--- config.mk ---
export PLATFORM = sky130hd
export DESIGN_NAME = qvgm_ctrl
export DESIGN_NICKNAME = d
export VERILOG_FILES = /design/src/qvgm_pkg.sv /design/src/qvgm_ctrl.sv
export SDC_FILE = /design/constraint.sdc
export NUM_CORES = 1
export LEC_CHECK = 0
export BUFFER_PORTS_ARGS = -buffer_cell sky130_fd_sc_hd__buf_2
export CAP_MARGIN = 20
export CORE_MARGIN = 4
export CORE_UTILIZATION = 47
export CTS_CLUSTER_SIZE = 8
export DETAILED_ROUTE_END_ITERATION = 12
export GPL_TIMING_DRIVEN = 0
export PLACE_DENSITY_LB_ADDON = 0.2
export SLEW_MARGIN = 5
export SYNTH_ARGS = -nofsm -noshare
export SYNTH_HDL_FRONTEND = slang
export SYNTH_SLANG_ARGS = --single-unit
export TNS_END_PERCENT = 5
--- constraint.sdc ---
create_clock -name clk -period 4.7 [get_ports clk]
set_input_delay 0.47 -clock clk [delete_from_list [all_inputs] [get_ports clk]]
set_output_delay 0.47 -clock clk [all_outputs]
set_load 0.01 [all_outputs]
--- src/qvgm_pkg.sv ---
// ----------------------------------------------------------------------------
// qvgm_pkg
// Shared types and constants for the quad vertex greedy matcher.
// ----------------------------------------------------------------------------
`default_nettype none

package qvgm_pkg;

  localparam int unsigned COORD_BITS_DEF = 24;
  localparam int unsigned FACE_VERTS     = 4;
  localparam int unsigned AXES           = 3;
  localparam int unsigned VIDX_W         = $clog2(FACE_VERTS);
  localparam int unsigned SCAN_W         = 2 * VIDX_W;
  localparam int unsigned CNT_W          = SCAN_W + VIDX_W;
  localparam int unsigned PAIRS          = FACE_VERTS * FACE_VERTS;

  localparam logic [VIDX_W-1:0] LAST_VTX = VIDX_W'(FACE_VERTS - 1);

  typedef enum logic [2:0] {
    ST_IDLE,
    ST_DIST,
    ST_DRAIN,
    ST_MATCH,
    ST_EMIT
  } state_t;

  typedef struct packed {
    logic              wr_vtx;
    logic [VIDX_W-1:0] wr_pos;
    logic              sq_issue;
    logic [VIDX_W-1:0] sq_ref;
    logic              match_init;
    logic              scan_step;
    logic [SCAN_W-1:0] scan_idx;
    logic              emit;
    logic [VIDX_W-1:0] emit_slot;
  } dp_cmd_t;

  typedef struct packed {
    logic out_free;
  } dp_sts_t;

endpackage

`default_nettype wire

--- src/qvgm_ctrl.sv ---
// ----------------------------------------------------------------------------
// qvgm_ctrl
// Sequencer: vertex intake, distance issue, greedy scan rounds, face emit.
// ----------------------------------------------------------------------------
`default_nettype none

module qvgm_ctrl (
  input  wire                clk,
  input  wire                rst_n,
  input  wire                in_tvalid,
  input  wire                in_chain_start,
  output logic               in_tready,
  output qvgm_pkg::dp_cmd_t  cmd,
  input  qvgm_pkg::dp_sts_t  sts
);

  qvgm_pkg::state_t                 state_r, state_nxt;
  logic [qvgm_pkg::CNT_W-1:0]       cnt_r, cnt_nxt;
  logic [qvgm_pkg::VIDX_W-1:0]      vcnt_r, vcnt_nxt;
  logic                             chain_valid_r, chain_valid_nxt;
  logic                             first_start_r, first_start_nxt;

  always_ff @(posedge clk) begin
    if (!rst_n) begin
      state_r       <= qvgm_pkg::ST_IDLE;
      cnt_r         <= '0;
      vcnt_r        <= '0;
      chain_valid_r <= 1'b0;
      first_start_r <= 1'b0;
    end else begin
      state_r       <= state_nxt;
      cnt_r         <= cnt_nxt;
      vcnt_r        <= vcnt_nxt;
      chain_valid_r <= chain_valid_nxt;
      first_start_r <= first_start_nxt;
    end
  end

  always_comb begin
    state_nxt       = state_r;
    cnt_nxt         = cnt_r;
    vcnt_nxt        = vcnt_r;
    chain_valid_nxt = chain_valid_r;
    first_start_nxt = first_start_r;
    cmd             = '0;
    in_tready       = 1'b0;
    unique case (state_r)
      qvgm_pkg::ST_IDLE: begin
        in_tready = 1'b1;
        if (in_tvalid) begin
          cmd.wr_vtx = 1'b1;
          cmd.wr_pos = vcnt_r;
          vcnt_nxt   = vcnt_r + qvgm_pkg::VIDX_W'(1);
          if (vcnt_r == '0) begin
            first_start_nxt = in_chain_start;
          end
          cnt_nxt   = '0;
          state_nxt = qvgm_pkg::ST_DIST;
        end
      end
      qvgm_pkg::ST_DIST: begin
        cmd.sq_issue = 1'b1;
        cmd.sq_ref   = cnt_r[qvgm_pkg::VIDX_W-1:0];
        cnt_nxt      = cnt_r + qvgm_pkg::CNT_W'(1);
        if (cnt_r[qvgm_pkg::VIDX_W-1:0] == qvgm_pkg::LAST_VTX) begin
          state_nxt = qvgm_pkg::ST_DRAIN;
        end
      end
      qvgm_pkg::ST_DRAIN: begin
        cnt_nxt = '0;
        if (vcnt_r == '0) begin
          cmd.match_init = 1'b1;
          if (chain_valid_r && !first_start_r) begin
            state_nxt = qvgm_pkg::ST_MATCH;
          end else begin
            state_nxt = qvgm_pkg::ST_EMIT;
          end
        end else begin
          state_nxt = qvgm_pkg::ST_IDLE;
        end
      end
      qvgm_pkg::ST_MATCH: begin
        cmd.scan_step = 1'b1;
        cmd.scan_idx  = cnt_r[qvgm_pkg::SCAN_W-1:0];
        cnt_nxt       = cnt_r + qvgm_pkg::CNT_W'(1);
        if (cnt_r == '1) begin
          state_nxt = qvgm_pkg::ST_EMIT;
        end
      end
      qvgm_pkg::ST_EMIT: begin
        if (sts.out_free) begin
          cmd.emit      = 1'b1;
          cmd.emit_slot = cnt_r[qvgm_pkg::VIDX_W-1:0];
          cnt_nxt       = cnt_r + qvgm_pkg::CNT_W'(1);
          if (cnt_r[qvgm_pkg::VIDX_W-1:0] == qvgm_pkg::LAST_VTX) begin
            chain_valid_nxt = 1'b1;
            state_nxt       = qvgm_pkg::ST_IDLE;
          end
        end
      end
      default: begin
        state_nxt = qvgm_pkg::ST_IDLE;
      end
    endcase
  end

endmodule

`default_nettype wire

* Word-level counts from Yosys, hierarchy flattened
Cells that the tools add are included.
** Cells by class
- Add/subtract/negate cells :: 2
- Equality and inequality tests :: 11
- Multiplexer cells :: 20
- Reductions and logical operators :: 11
** Operators with widths (number)
- $mux 3 :: 12
- $pmux 6 s4 :: 1
- $pmux 3 s5 :: 1
- $mux 6 :: 2
- $ne 2x2->1 const B :: 5
- $reduce_and 3->1 :: 3
- $add 6x1->6 const B :: 1
- $eq 3x2->1 const B :: 2
- $eq 6x6->1 const B :: 1
- $mux 5 :: 1
- $reduce_and 5->1 :: 1
- $reduce_bool 4->1 :: 1
- $eq 3x1->1 const B :: 1
- $eq 3x3->1 const B :: 1
- $logic_not 3->1 :: 1
- $mux 1 :: 3
- $add 2x1->2 const B :: 1
- $eq 2x2->1 const B :: 1
- $logic_not 2->1 :: 1
- $reduce_and 2->1 :: 1
- $reduce_or 2->1 :: 1
- $logic_and 1x1->1 :: 1
- $logic_not 1->1 :: 1
** Storage, ports and cells
- Register bits after elaboration :: 13
- Bits of input ports :: 5
- Output and inout port bits :: 16
- Logic and storage cells :: 49

* Logic depth before layout (Yosys ltp)
- Depth in word-level cells :: 5
- Mapped depth :: 6
- Gate-level depth less buffers :: 6

* Worst setup path after synthesis
No wires, ideal clock.
- Path kind :: register -> output
- Start point :: register state_r[2]
- End point :: output port cmd[12] (netlist name)
- Data arrival time :: 1.322 ns
- Required time :: 4.230 ns
- Slack :: 2.908 ns
- Stages on the path, launching flop included :: 4
- Buffers on the path :: 1
- Cell sequence :: dfxtp_1 > buf_6 > nor4b_2 > and2_1
** RTL lines
- start, declared :: line qvgm_ctrl.sv:17 : qvgm_pkg::state_t state_r, state_nxt;
- start signal, assigned :: line qvgm_ctrl.sv:25 : state_r <= qvgm_pkg::ST_IDLE;
- start signal, assigned :: line qvgm_ctrl.sv:31 : state_r <= state_nxt;
- end, declared :: line qvgm_ctrl.sv:13 : output qvgm_pkg::dp_cmd_t cmd,

==> impl_results.md <==
- Status: completed
- CTS Buf Count: 3
- Ys flop type: dfxtp_1
- Crit-path max cell delay: slightly above 0.6 ns
- Fmax: approximately 460 MHz
- Routed Antenna Nets: 0
- Vias in the first global route: 686
- Final wirelength: 1730 um
- CP cell instances: buf_6 > nor4b_2 > and2_1 > buf_2
- I/O pins: 21
- Routed WL per cell: 12.0 um
- Vias: approximately 740
- Gr usage total: 0.153
- Commonest non-fill, non-tap cell in the layout: buf_2
- Asr flop ratio synth: 0
- Syn Inst Count: 96
- Area of the multi-input gates: about 530 sq um
- GRT overflow: 0
- Yosys top cell area share: 0.312
- Worst setup EP type: primary output
- CTS tree: built
- Worst path slowest cell: nor4b_2
- First-pass GRT wire length: approximately 3000 um
- Register-to-register setup slack: around 3 ns
- Critical Path End: cmd[13]
- Worst Max-Slew Pin Slew: about 0.74 ns
- GR Util met2: 0.243
- Met1 Usage GRT: 0.188
- Maxcap violations: 0
- Setup TNS: 0 ns
- # diodes: 0
- WP data required: 4.23 ns
- Share of layout cells above drive strength 1: 0.267
- Buffers & Inverters on Critical Path: 2
- CTS clock-pin slew for the worst setup and hold paths: about 0.080 ns
- Avg Inst Size Synth: around 8.7 sq um
- Pwr dens: 368 nW/um^2
- Slew HR: 0.499
- CTS sink count: 13
- Largest delay share family, worst path: simple AND/OR/NAND/NOR gates
- Most Used Layer, Global Route: met2
- Fin crit period: 2.17 ns
- Layout Skew: around 0.0046 ns
- Slew Viols, Final: 0
- Antenna violations before repair: 0
- Core Box Area: 1590 sq um
- Number of cell rows: 14
- Nets: ~130
- DRC: 0
- Initial Utilization: 0.523
- Fillers: between 100 and 150
- Number of synthesized flops with an enable pin: 0
- DRT iter0 DRCs: 21
- Post-CTS Setup Inserts: 0
- Layout Cells excl Fill: ~140
- Min-Delay Path Depth: 3
- Post-CTS Resized: 0
- DP Wirelength: 1260 um
- Final GP Congestion: about 0.82
- Critical Path Stages: 4
- Worst r2r src: cnt_r[1]
- Cell taking the most area after synthesis: dfxtp_1
- Root Driver: clkbuf_4
- Placed Instances: 140
- Setup crit start: state_r[2]
- Hold-fix buffers at CTS: 0
- WP data arrival: 1.70 ns
- Port Buffer Count: 20
- Final Hold Viols: 0
- Synth Warn #: 0
- Distinct cell type count after synthesis: 34
- Reg2Reg Capture Point: state_r[2]
- Die Height: 50.1 um
- HP Class: input pin to flip-flop
- Pre-antenna DRT Iters: 4
- Die W: roughly 50 um
- Largest net degree at the start of global routing: 11
- Hold Crit Start: in_chain_start
- Die Area: ~2500 sq um
- Area Overhead vs Synth: 18.8%
- Clock Latency Late Sink: approximately 0.28 ns
- Final Cycle Share: 0.461
- Worst VDD drop: approximately 0.00025 V
- Setup violations, final: 0
- RSZ-0062 raised after global routing: false
- Most frequent cells in the layout: 21 x buf_2, 13 x dfxtp_1, 10 x and2_1, 10 x nor2_1, 7 x nand2_1
- Worst Path Class, Setup: flip-flop to primary output
- Critical-path maximum fanout: 10
- Top post-synthesis cells by area: dfxtp_1 31%, and2_1 7.5%, xnor2_1 6.3%, nor2_1 4.5%, a21oi_1 3.6%
- Startpoint Class: flip-flop
- Seq cells post-synth: 13
- R2R depth: 5
- Clock Tree Buf Depth: 2
- Post-Syn Nets: 103
- Synth Cell Area: 833 sq um
- Leak: around 0.43 nW
- H-tree depth: 1
- Routed vias/inst: between 5 and 6
- Register area: around 260 sq um
- GR Util met3: 0.0181
- Register area share after synthesis: 0.312
through the flow:
stage | hold WS, ns | instance area [sq um] | utilization | worst slack [ns] | total power (W)
finish | 0.444 | 990 | 0.621 | 2.53 | 0.000364
global route | 0.459 | 990 | 0.621 | 2.43 | 0.000391
CTS | 0.440 | 990 | 0.621 | 2.52 | 0.000366
detailed placement | 0.473 | 963 | 0.604 | 2.72 | 0.000295
global placement | 0.455 | 963 | 0.604 | 2.74 | 0.000291
floorplan | 0.446 | 833 | - | 2.91 | 0.000257
per-layer routing:
layer	up-vias	part of all wire
met4	0	0.027
met2	23	0.44
met1	329	0.48
met5	-	0
met3	4	0.043
li1	387	-
cell families after synthesis:
logic type / Yosys count / synth area share
adders and majority gates: 2 / 0.0300
buffers and inverters: 8 / 0.0556
DFF: 13 / 0.312
and+or+nand+nor: 48 / 0.357
AOI/OAI and AO/OA: 18 / 0.170
xor gates and xnor gates: 6 / 0.0631
muxes: 1 / 0.0120
flip-flops by register name, indices dropped and copies added, names as in the netlist:
| register | cells |
|---|---|
| chain_valid_r | 1 |
| first_start_r | 1 |
| state_r | 3 |
| cnt_r | 6 |
| vcnt_r | 2 |
worst register-to-register path, stage by stage, from the launching register on:
cell and delay [ns]:
dfxtp_1 0.42, ha_1 0.31, nand3_1 0.12, o21ai_0 0.34
nor4bb_1 0.30, o21a_1 0.17
power breakdown:
part	total [W]	internal [W]	switching, W
logic	0.000154	0.0000683	0.0000861
clock network	0.0000712	0.0000330	0.0000382
registers	0.000138	0.000125	0.0000133
total	0.000364	0.000226	0.000138
cell type report:
type,count,area share
Multi-Input combinational cell,75,0.532
Inverter,3,0.0114
Tap cell,24,0.0303
Buffer,5,0.0354
Clock buffer,4,0.0265
Sequential cell,13,0.263
Timing Repair Buffer,20,0.101
how the worst min path moves through the flow:
stage,end
2_1_floorplan,first_start_r
3_3_place_gp,first_start_r
3_5_place_dp,first_start_r
4_1_cts,first_start_r
5_1_grt,first_start_r
6_report,first_start_r
synthesized netlist by cell type (2+ instances only):
| cell | instances |
|---|---|
| o31ai_1 | 2 |
| a211oi_1 | 3 |
| nor2b_1 | 3 |
| dfxtp_1 | 13 |
| ha_1 | 2 |
| nor3_1 | 3 |
| a21oi_1 | 6 |
| and2_1 | 10 |
| inv_1 | 3 |
| nand2_1 | 7 |
| nand3_1 | 3 |
| clkbuf_1 | 2 |
| and3_1 | 2 |
| xnor2_1 | 6 |
| buf_6 | 2 |
| nor4bb_1 | 2 |
| nor2_1 | 10 |
(Power assumes the default switching activity.)
